`src/sv/frtlc_pkg.sv`:
```
// shared types, constants and helpers of the time-of-flight level calculator
`default_nettype none

package frtlc_pkg;

	// frame codes
	localparam logic [7:0] CODE_START = 8'h10;
	localparam logic [7:0] CODE_FINAL = 8'h15;

	// sample store geometry
	localparam int DATA_PER_FRAME = 7;
	localparam int BUF_BYTES      = 36;
	localparam int BUF_WORDS      = BUF_BYTES / 4;
	localparam int WORD_AW        = $clog2(BUF_WORDS);
	localparam int BIDX_W         = 6;
	localparam int SLOT_W         = 3;
	localparam logic [SLOT_W-1:0] SLOT_MAX = 3'd7;

	// field widths
	localparam int CODE_W  = 8;
	localparam int BYTE_W  = 8;
	localparam int RAW_W   = 32;
	localparam int REG_W   = 24;
	localparam int TIME_W  = 38;
	localparam int LEVEL_W = 32;
	localparam int IDX_W   = 2;
	localparam int S_TDATA_W = CODE_W + DATA_PER_FRAME * BYTE_W;
	localparam int M_FIELDS_W = 3 * TIME_W + LEVEL_W;
	localparam int M_TDATA_W  = ((M_FIELDS_W + 7) / 8) * 8;
	localparam int M_PAD_W    = M_TDATA_W - M_FIELDS_W;
	localparam int M_TUSER_W  = IDX_W + 1;

	// serial divider widths: |scale * dT| / |dT|
	localparam int DVD_W     = REG_W + RAW_W;
	localparam int DVS_W     = RAW_W;
	localparam int DIV_CNT_W = $clog2(DVD_W);
	localparam int LVL_WIDE  = DVD_W + 2;

	// configuration register indexes
	localparam int CFG_IDX_W = 3;
	localparam logic [CFG_IDX_W-1:0] CFG_SCALE0  = 3'd0;
	localparam logic [CFG_IDX_W-1:0] CFG_OFFSET0 = 3'd3;

	// register reset values per sensor
	localparam logic [REG_W-1:0] SCALE_RST  [3] = '{24'd239840, 24'd240384, 24'd239552};
	localparam logic [REG_W-1:0] OFFSET_RST [3] = '{24'd496112, 24'd496176, 24'd496192};

	// request to the divider
	typedef struct packed {
		logic             start;
		logic [DVD_W-1:0] dividend;
		logic [DVS_W-1:0] divisor;
	} div_req_t;

	// response from the divider
	typedef struct packed {
		logic             done;
		logic [DVD_W-1:0] quotient;
	} div_rsp_t;

	// raw count times 50 as shifts and adds
	function automatic logic [TIME_W-1:0] time_x50(input logic [RAW_W-1:0] raw);
		logic [TIME_W-1:0] r;
		r = TIME_W'(raw);
		return (r << 5) + (r << 4) + (r << 1);
	endfunction

endpackage

`default_nettype wire

```
`src/sv/frtlc_buffer.sv`:
```
// sample store: frame reassembly into nine 32-bit words with slot tracking
`default_nettype none

module frtlc_buffer import frtlc_pkg::*; (
	input  wire logic                  clk,
	input  wire logic                  arst_n,
	input  wire logic                  wr_en,
	input  wire logic [CODE_W-1:0]     code,
	input  wire logic [BYTE_W-1:0]     data_b [DATA_PER_FRAME],
	output logic                       emit,
	input  wire logic [WORD_AW-1:0]    rd_idx,
	output logic [RAW_W-1:0]           rd_data
);

	logic [RAW_W-1:0]  words_q [BUF_WORDS];
	logic [RAW_W-1:0]  words_d [BUF_WORDS];
	logic [SLOT_W-1:0] slot_q;
	logic              started_q;

	logic              is_start;
	logic              in_range;
	logic              eff_started;
	logic [SLOT_W-1:0] eff_slot;
	logic              do_write;
	logic [BIDX_W-1:0] base;

	// start code restarts at slot zero in the same item
	assign is_start    = (code == CODE_START);
	assign in_range    = (code >= CODE_START) && (code <= CODE_FINAL);
	assign eff_started = started_q | is_start;
	assign eff_slot    = is_start ? '0 : slot_q;
	assign do_write    = wr_en && in_range && eff_started;
	assign emit        = eff_started && (code == CODE_FINAL);
	assign base        = BIDX_W'(eff_slot) * BIDX_W'(DATA_PER_FRAME);

	// byte lanes falling into this slot's window take the payload
	always_comb begin
		logic [BIDX_W-1:0] bidx;
		logic [2:0]        sel;
		for (int w = 0; w < BUF_WORDS; w++) begin
			words_d[w] = words_q[w];
			for (int j = 0; j < 4; j++) begin
				bidx = BIDX_W'(4 * w + j);
				sel  = 3'(bidx - base);
				if (do_write && (bidx >= base) &&
				    (bidx < base + BIDX_W'(DATA_PER_FRAME))) begin
					words_d[w][8*j +: 8] = data_b[sel];
				end
			end
		end
	end

	// store and slot state
	always_ff @(posedge clk or negedge arst_n) begin
		if (!arst_n) begin
			for (int w = 0; w < BUF_WORDS; w++) begin
				words_q[w] <= '0;
			end
			slot_q    <= '0;
			started_q <= 1'b0;
		end else if (wr_en) begin
			words_q   <= words_d;
			started_q <= eff_started;
			if (do_write) begin
				slot_q <= (eff_slot < SLOT_MAX) ? eff_slot + 1'b1 : SLOT_MAX;
			end
		end
	end

	// single read port
	assign rd_data = words_q[rd_idx];

endmodule

`default_nettype wire

```
`src/sv/frtlc_div.sv`:
```
// serial restoring divider, one quotient bit per cycle
`default_nettype none

module frtlc_div import frtlc_pkg::*; (
	input  wire logic     clk,
	input  wire logic     arst_n,
	input  wire div_req_t req,
	output div_rsp_t      rsp
);

	logic                 busy_q;
	logic                 done_q;
	logic [DIV_CNT_W-1:0] cnt_q;
	logic [DVS_W-1:0]     rem_q;
	logic [DVD_W-1:0]     dq_q;
	logic [DVS_W-1:0]     dvs_q;

	logic [DVS_W:0]       rem_sh;
	logic [DVS_W+1:0]     diff;
	logic                 ge;

	// trial subtract of the shifted remainder
	assign rem_sh = {rem_q, dq_q[DVD_W-1]};
	assign diff   = {1'b0, rem_sh} - {2'b00, dvs_q};
	assign ge     = ~diff[DVS_W+1];

	// control
	always_ff @(posedge clk or negedge arst_n) begin
		if (!arst_n) begin
			busy_q <= 1'b0;
			done_q <= 1'b0;
			cnt_q  <= '0;
		end else begin
			done_q <= 1'b0;
			if (req.start) begin
				busy_q <= 1'b1;
				cnt_q  <= '0;
			end else if (busy_q) begin
				cnt_q <= cnt_q + 1'b1;
				if (cnt_q == DIV_CNT_W'(DVD_W - 1)) begin
					busy_q <= 1'b0;
					done_q <= 1'b1;
				end
			end
		end
	end

	// datapath
	always_ff @(posedge clk) begin
		if (req.start) begin
			rem_q <= '0;
			dq_q  <= req.dividend;
			dvs_q <= req.divisor;
		end else if (busy_q) begin
			rem_q <= ge ? diff[DVS_W-1:0] : rem_sh[DVS_W-1:0];
			dq_q  <= {dq_q[DVD_W-2:0], ge};
		end
	end

	assign rsp.done     = done_q;
	assign rsp.quotient = dq_q;

endmodule

`default_nettype wire

```
`src/sv/frame_reassembly_tof_level_calc_top.sv`:
```
// top level: frame intake, sensor sequencer, multiply and level saturation
// Takes eight-byte frame payloads (code in s_tdata[7:0], data bytes above it) and
// reassembles a 36-byte sample buffer. Every item other than a final frame (code
// 0x15 after a start) is taken without holding off the next. A final frame yields
// one result per sensor in sensor order, tlast on the last one. Each result goes
// through three word reads, one 24x32 multiply and the 56-step serial divider.
// A final frame thus holds off the next item until the last result of the run is
// loaded into the output register, and longer while a finished result waits because
// the output register still holds an earlier one that is not yet taken. Results
// wait in that output register, so the sequencer runs on while one is not yet
// taken, and the last result of a run may still wait while the next item is accepted.
// Configuration is a plain write port and is meant to be written while idle.
`default_nettype none

module frame_reassembly_tof_level_calc_top import frtlc_pkg::*; #(
	parameter int SENSOR_COUNT = 3
) (
	input  wire logic                  clk,
	input  wire logic                  arst_n,
	// frame_code, byte1, byte2, ... byte7
	input  wire logic [S_TDATA_W-1:0]  s_tdata,
	input  wire logic                  s_tvalid,
	output logic                       s_tready,
	// time_first, time_second, time_third, level, zero pad
	output logic [M_TDATA_W-1:0]       m_tdata,
	// sensor_index, divide_error
	output logic [M_TUSER_W-1:0]       m_tuser,
	output logic                       m_tlast,
	output logic                       m_tvalid,
	input  wire logic                  m_tready,
	input  wire logic                  cfg_we,
	input  wire logic [CFG_IDX_W-1:0]  cfg_index,
	input  wire logic [REG_W-1:0]      cfg_data
);

	localparam int SIDX_W = (SENSOR_COUNT > 1) ? $clog2(SENSOR_COUNT) : 1;

	typedef enum logic [2:0] {
		ST_IDLE,
		ST_LOAD,
		ST_MUL,
		ST_DSTART,
		ST_DIV,
		ST_FIN
	} state_t;

	state_t state_q;

	logic [REG_W-1:0]   scale_q  [SENSOR_COUNT];
	logic [REG_W-1:0]   offset_q [SENSOR_COUNT];

	logic [IDX_W-1:0]   n_q;
	logic [1:0]         k_q;
	logic [RAW_W-1:0]   raw_q [3];
	logic [DVD_W-1:0]   prod_q;
	logic [DVS_W-1:0]   dvs_q;
	logic               neg_q;
	logic               derr_q;

	logic               out_valid_q;
	logic [IDX_W-1:0]   out_idx_q;
	logic [TIME_W-1:0]  out_t1_q;
	logic [TIME_W-1:0]  out_t2_q;
	logic [TIME_W-1:0]  out_t3_q;
	logic [LEVEL_W-1:0] out_lvl_q;
	logic               out_derr_q;
	logic               out_last_q;

	logic [BYTE_W-1:0]  data_b [DATA_PER_FRAME];
	logic               accept;
	logic               emit;
	logic [WORD_AW-1:0] rd_idx;
	logic [RAW_W-1:0]   rd_data;

	logic [SIDX_W-1:0]  sidx;
	logic [RAW_W:0]     diff_a;
	logic [RAW_W:0]     diff_b;
	logic [RAW_W-1:0]   amag;
	logic [RAW_W-1:0]   bmag;
	logic [DVD_W-1:0]   prod_c;

	div_req_t           dreq;
	div_rsp_t           drsp;

	logic [DVD_W:0]     q_signed;
	logic [LVL_WIDE-1:0] lvl_wide;
	logic [LEVEL_W-1:0] lvl_sat;
	logic               is_last;
	logic               load_out;

	// payload unpacking
	always_comb begin
		for (int i = 0; i < DATA_PER_FRAME; i++) begin
			data_b[i] = s_tdata[CODE_W + BYTE_W*i +: BYTE_W];
		end
	end

	assign s_tready = (state_q == ST_IDLE);
	assign accept   = s_tvalid && s_tready;
	assign sidx     = n_q[SIDX_W-1:0];
	assign is_last  = (n_q == IDX_W'(SENSOR_COUNT - 1));

	// sensor n, time k sits in word 3n+k
	assign rd_idx = (WORD_AW'(n_q) << 1) + WORD_AW'(n_q) + WORD_AW'(k_q);

	frtlc_buffer u_buffer (
		.clk     (clk),
		.arst_n  (arst_n),
		.wr_en   (accept),
		.code    (s_tdata[CODE_W-1:0]),
		.data_b  (data_b),
		.emit    (emit),
		.rd_idx  (rd_idx),
		.rd_data (rd_data)
	);

	// configuration registers
	always_ff @(posedge clk or negedge arst_n) begin
		if (!arst_n) begin
			for (int i = 0; i < SENSOR_COUNT; i++) begin
				scale_q[i]  <= SCALE_RST[i];
				offset_q[i] <= OFFSET_RST[i];
			end
		end else if (cfg_we) begin
			for (int i = 0; i < SENSOR_COUNT; i++) begin
				if (cfg_index == CFG_SCALE0 + CFG_IDX_W'(i)) begin
					scale_q[i] <= cfg_data;
				end
				if (cfg_index == CFG_OFFSET0 + CFG_IDX_W'(i)) begin
					offset_q[i] <= cfg_data;
				end
			end
		end
	end

	// time differences, magnitudes and the scale product
	assign diff_a = {1'b0, raw_q[2]} - {1'b0, raw_q[1]};
	assign diff_b = {1'b0, raw_q[1]} - {1'b0, raw_q[0]};
	assign amag   = diff_a[RAW_W] ? RAW_W'(-diff_a) : diff_a[RAW_W-1:0];
	assign bmag   = diff_b[RAW_W] ? RAW_W'(-diff_b) : diff_b[RAW_W-1:0];
	assign prod_c = DVD_W'(scale_q[sidx]) * DVD_W'(amag);

	// divider request
	assign dreq.start    = (state_q == ST_DSTART);
	assign dreq.dividend = prod_q;
	assign dreq.divisor  = dvs_q;

	frtlc_div u_div (
		.clk    (clk),
		.arst_n (arst_n),
		.req    (dreq),
		.rsp    (drsp)
	);

	// signed quotient, level and saturation
	assign q_signed = neg_q ? -{1'b0, drsp.quotient} : {1'b0, drsp.quotient};
	assign lvl_wide = LVL_WIDE'(signed'(offset_q[sidx])) - LVL_WIDE'(signed'(q_signed));
	always_comb begin
		if (!lvl_wide[LVL_WIDE-1] && (lvl_wide[LVL_WIDE-2:LEVEL_W-1] != '0)) begin
			lvl_sat = {1'b0, {(LEVEL_W-1){1'b1}}};
		end else if (lvl_wide[LVL_WIDE-1] && (lvl_wide[LVL_WIDE-2:LEVEL_W-1] != '1)) begin
			lvl_sat = {1'b1, {(LEVEL_W-1){1'b0}}};
		end else begin
			lvl_sat = lvl_wide[LEVEL_W-1:0];
		end
	end

	assign load_out = (state_q == ST_FIN) && (!out_valid_q || m_tready);

	// datapath registers
	always_ff @(posedge clk) begin
		if (state_q == ST_LOAD) begin
			raw_q[k_q] <= rd_data;
		end
		if (state_q == ST_MUL) begin
			prod_q <= prod_c;
			dvs_q  <= bmag;
			neg_q  <= diff_a[RAW_W] ^ diff_b[RAW_W];
			derr_q <= (diff_b == '0);
		end
	end

	// sequencer and output register
	always_ff @(posedge clk or negedge arst_n) begin
		if (!arst_n) begin
			state_q     <= ST_IDLE;
			n_q         <= '0;
			k_q         <= '0;
			out_valid_q <= 1'b0;
			out_idx_q   <= '0;
			out_t1_q    <= '0;
			out_t2_q    <= '0;
			out_t3_q    <= '0;
			out_lvl_q   <= '0;
			out_derr_q  <= 1'b0;
			out_last_q  <= 1'b0;
		end else begin
			if (load_out) begin
				out_valid_q <= 1'b1;
				out_idx_q   <= n_q;
				out_t1_q    <= time_x50(raw_q[0]);
				out_t2_q    <= time_x50(raw_q[1]);
				out_t3_q    <= time_x50(raw_q[2]);
				out_lvl_q   <= derr_q ? '0 : lvl_sat;
				out_derr_q  <= derr_q;
				out_last_q  <= is_last;
			end else if (m_tready) begin
				out_valid_q <= 1'b0;
			end

			unique case (state_q)
				ST_IDLE: begin
					if (accept && emit) begin
						n_q     <= '0;
						k_q     <= '0;
						state_q <= ST_LOAD;
					end
				end
				ST_LOAD: begin
					if (k_q == 2'd2) begin
						state_q <= ST_MUL;
					end else begin
						k_q <= k_q + 1'b1;
					end
				end
				ST_MUL: begin
					state_q <= ST_DSTART;
				end
				ST_DSTART: begin
					state_q <= ST_DIV;
				end
				ST_DIV: begin
					if (drsp.done) begin
						state_q <= ST_FIN;
					end
				end
				ST_FIN: begin
					if (load_out) begin
						if (is_last) begin
							state_q <= ST_IDLE;
						end else begin
							n_q     <= n_q + 1'b1;
							k_q     <= '0;
							state_q <= ST_LOAD;
						end
					end
				end
				default: begin
					state_q <= ST_IDLE;
				end
			endcase
		end
	end

	// output packing
	assign m_tvalid = out_valid_q;
	assign m_tdata  = {{M_PAD_W{1'b0}}, out_lvl_q, out_t3_q, out_t2_q, out_t1_q};
	assign m_tuser  = {out_derr_q, out_idx_q};
	assign m_tlast  = out_last_q;

endmodule

`default_nettype wire

```
`config.mk`:
```
export PLATFORM = sky130hd
export DESIGN_NAME = frame_reassembly_tof_level_calc_top
export DESIGN_NICKNAME = d
export VERILOG_FILES = /design/src/sv/frtlc_pkg.sv /design/src/sv/frtlc_buffer.sv /design/src/sv/frtlc_div.sv /design/src/sv/frame_reassembly_tof_level_calc_top.sv
export SDC_FILE = /design/constraint.sdc
export NUM_CORES = 2
export LEC_CHECK = 0
export BUFFER_PORTS_ARGS = -buffer_cell sky130_fd_sc_hd__buf_2
export CAP_MARGIN = 10
export CORE_MARGIN = 3
export CORE_UTILIZATION = 50
export DETAILED_ROUTE_END_ITERATION = 7
export PLACE_DENSITY = 0.65
export SLEW_MARGIN = 20
export SYNTH_ARGS = -nofsm -noshare
export SYNTH_HDL_FRONTEND = slang
export SYNTH_SLANG_ARGS = --single-unit
```
`constraint.sdc`:
```
create_clock -name clk -period 22.1 [get_ports clk]
set_input_delay 0 -clock clk [delete_from_list [all_inputs] [get_ports clk]]
set_output_delay 0 -clock clk [all_outputs]
set_load 0.005 [all_outputs]
```
==> qor_table.md <==
| Item | This run | Unit |
|---|---|---|
| Hold-fix buffers at CTS | 94 | - |
| Final setup violation count | 0 | - |
| Number of global-route vias before repair | 61526 | - |
| Aggregate global-route resource usage | 29.2 | % |
| Number of distinct library cells after synthesis | 94 | - |
| TritonCTS clock tree | yes | - |
| Effective utilization at floorplan | 50.5 | % |
| Number of buffer cells added on primary ports | 244 | - |
| Post-synthesis compound-gate area fraction | 10.9 | % |
| Sw Ratio | 27.8 | % |
| Die height | 404 | µm |
| Endpoint of the lowest-slack register-to-register path | prod_q[48] | - |
| Arrival time worst endpoint | 12.89 | ns |
| Share of the clock period used by the worst path after layout | 56.1 | % |
| Count of pins over their slew limit | 0 | - |
| Share of async-settable or async-resettable flops after synthesis | 66.2 | % |
| Reg-to-Reg Start | raw_q[2][0] | - |
| Post-synthesis share of cell area spent on xor and xnor gates | 4.49 | % |
| Setup TNS Final | 0 | ns |
| First-pass GRT wire length | 367 | mm |
| Startpoint type of the worst setup path | register | - |
| Final nets | 9617 | - |
| TritonCTS buffer count | 102 | - |
| Worst VDD drop | 0.0643 | mV |
| Post-synthesis area per instance | 9.81 | µm² |
| Final Wtd Congestion | 0.968 | - |
| Measured slew at the worst slew-check pin | 1.22 | ns |
| Cell mode on critical path | inv_1 | - |
| Clock Sink Count | 905 | - |
| Final Hold Violating Endpoints | 0 | - |
| Share of cells above drive strength 1 | 13.5 | % |
| Kind of critical path | register to register | - |
| Final worst-path setup slack | 9.69 | ns |
| Total Die Area | 0.163 | mm² |
| X dimension of the die | 404 | µm |
| I/O pin count | 254 | - |
| Sequential fraction of design power | 44.7 | % |
| Internal power | 2.94 | mW |
| Area share of fa/ha/maj cells after synthesis | 26.5 | % |
| Syn Inst Count | 8065 | - |
| Critical path peak fanout | 13 | - |
| ANT nets after route | 0 | - |
| Layout filler cell count | 13775 | - |
| Logic depth of the worst register-to-register path | 43 | - |
| Number of buffers on the longest clock path | 3 | - |
| Required arrival time at the worst endpoint | 22.59 | ns |
| Crit end category | register | - |
| # DRC | 0 | - |
| Net load switching power | 1.13 | mW |
| Headroom to the max-slew limit | 18.0 | % |
| Flip-flop and latch count after synthesis | 905 | - |
| EDFF count, synth | 274 | - |
| Clock tree root driver cell | clkbuf_16 | - |
| Vias | 60239 | - |
| # H-tree levels | 3 | - |
| Main combinational cell family by area after synthesis | adder cells | - |
| Number of antenna violations at the first check in global routing | 10 | - |
| CP max stage cell | xnor2_2 | - |
| Most used standard cells in the synthesized netlist | nand2_1, inv_1, fa_1, nor2_1, dfrtp_1 | - |
| Register-to-Register Setup Slack | 9.69 | ns |
| Clock latency at the later pin of the worst-skew pair | 0.77 | ns |
| Proportion of synthesized chip area in sequential cells | 30.2 | % |
| Fraction of post-synthesis cell area in the top cell type by area | 19.1 | % |
| Clock transition at the registers of the reported paths | 0.07 | ns |
| Combinational group share of total power | 12.1 | % |
| Clock network fraction of design power | 43.1 | % |
| Portion of netlist area occupied by mux cells | 9.34 | % |
| Rows | 145 | - |
| Post-synth top flop | dfrtp_1 | - |
| Simple logic cell fraction of the synthesized area | 12.4 | % |
| Core area | 0.157 | mm² |
| Lkg Pwr | 41.1 | nW |
| Final routed wirelength across all metal layers | 236 | mm |
| Delay of the slowest critical-path stage | 0.89 | ns |
| Synth-to-Final Area Change | 10.6 | % |
| Power per unit of standard cell area | 46.6 | mW/mm² |
| Max Clock Skew | 0.0578 | ns |
| Setup Slack @ Placement | 9.76 | ns |
| Count of routing violations after the opening detailed-route iteration | 5008 | - |
| GRT overflow | 0 | - |
| Number of gates resized after cts | 0 | - |
| WL per Instance | 22.6 | µm |
| Post-CTS setup buffers | 0 | - |
| Post-Syn Area | 0.0791 | mm² |
| Path class of the lowest-slack min-delay path | input pin to async pin | - |
| DR vias/cell | 5.77 | - |
| Count leader, synth | nand2_1 | - |
| Minimum period implied by the final worst setup slack | 12.41 | ns |
| Unrepaired setup endpoints after global routing | no | - |
| Initial DRT Pass Iterations | 5 | - |
| Outcome | finished, final reports clean | - |
| Max Clock Freq | 80.6 | MHz |
| Number of max-cap violations | 0 | - |
| Syn. warnings | 0 | - |
| Maximum number of pins on one net before global-route repair | 116 | - |
| Detailed placement HPWL | 180 | mm |
| Ranking of synthesized cells by area | fa_1, dfrtp_1, edfxtp_1 | - |
| Post-synthesis cell type with the largest combined area | fa_1 | - |
[placed cells by master, fill, tap and decap left out, types with 50 or more instances in the layout]
cell type	count
mux4_2	64
mux2i_1	187
xnor2_1	197
ha_1	465
dfrtp_1	547
nand2_1	1024
clkbuf_16	103
nor3_1	83
buf_2	243
inv_1	957
xor2_1	185
nor2_1	669
buf_4	126
dlygate4sd3_1	93
mux2_2	362
nand3_1	76
edfxtp_1	274
nand2b_1	84
fa_1	753
o31ai_1	50
o21ai_0	444
a21oi_1	316
a21o_1	146
[state kept, by name, summed over array words and instances, names as in the netlist, 2 cells and up]
name / flops
out_t3_q: 37
out_t2_q: 37
out_t1_q: 37
n_q: 2
raw_q: 96
prod_q: 56
offset_q: 72
u_div.dq_q: 56
u_div.dvs_q: 32
u_buffer.slot_q: 3
scale_q: 72
u_div.rem_q: 32
u_div.cnt_q: 6
out_idx_q: 2
u_buffer.words_q: 288
state_q: 3
k_q: 2
out_lvl_q: 32
dvs_q: 32
[cell type report]
type,instances,area (µm²),area share (%)
Clock inverter,61,719,0.822
Inverter,961,3610,4.12
Sequential cell,905,23900,27.3
Antenna cell,1,2.50,0.00286
Multi-Input combinational cell,5864,50800,58.0
Tap cell,2058,2570,2.94
Clock buffer,131,2760,3.16
Timing Repair Buffer,466,3180,3.64
[power groups by stage]
stage	combinational (mW)	sequential, mW	clock [mW]
3_3_place_gp	0.462	1.85	0
3_5_place_dp	0.469	1.85	0
5_1_grt	0.524	1.83	1.86
6_report	0.495	1.82	1.76
2_1_floorplan	0.272	1.84	0
4_1_cts	0.485	1.82	1.80
[worst max-delay path: cells and delay by family, from the launching register on]
family / cells / cell delay [ns]
xor+xnor: 2 / 0.97
buf+inv: 9 / 0.56
flops: 1 / 0.44
fa+ha+maj: 10 / 4.54
compound gates: 19 / 4.90
simple gates: 3 / 0.70
[through the flow]
step / cell area, µm² / hold slack (ns) / total power [mW] / util (%) / cells
after floorplan: 79200 / -0.296 / 2.11 / - / 8073
after global placement: 83000 / 0.0919 / 2.31 / 52.9 / 10158
after detailed placement: 83000 / 0.0928 / 2.32 / 53.0 / 10158
after CTS: 87500 / 0.00156 / 4.10 / 55.8 / 10444
after global routing: 87500 / 0.0475 / 4.21 / 55.8 / 10446
final: 87500 / 0.0368 / 4.08 / 55.8 / 10447
[worst max-delay path by stage]
stage                           start    endpoint  slack, ns
after floorplan           raw_q[2][0]  prod_q[48]      11.40
after global placement    raw_q[2][0]  prod_q[48]       9.71
after detailed placement  raw_q[2][0]  prod_q[55]       9.76
after CTS                 raw_q[2][0]  prod_q[55]       9.73
after global routing      raw_q[2][0]  prod_q[48]       8.97
final                     raw_q[2][0]  prod_q[48]       9.69
[cell families (layout without fill, tap and decap cells)]
logic type | Yosys count | count (layout)
other | 1 | 10
buffers and inverters | 1304 | 1619
AOI/OAI and AO/OA | 1374 | 1374
xor gates and xnor gates | 404 | 404
muxes | 613 | 613
and+or+nand+nor | 2243 | 2243
adders and majority gates | 1221 | 1221
DFF | 905 | 905
[routing by layer]
metal	global-route usage, %	up-vias	wire (µm)
li1	-	27423	-
met1	41.4	30168	103000
met2	44.1	2176	103000
met3	7.25	466	21800
met4	9.53	6	8740
met5	0	-	46
No activity file was read; power rests on OpenSTA's default activity.
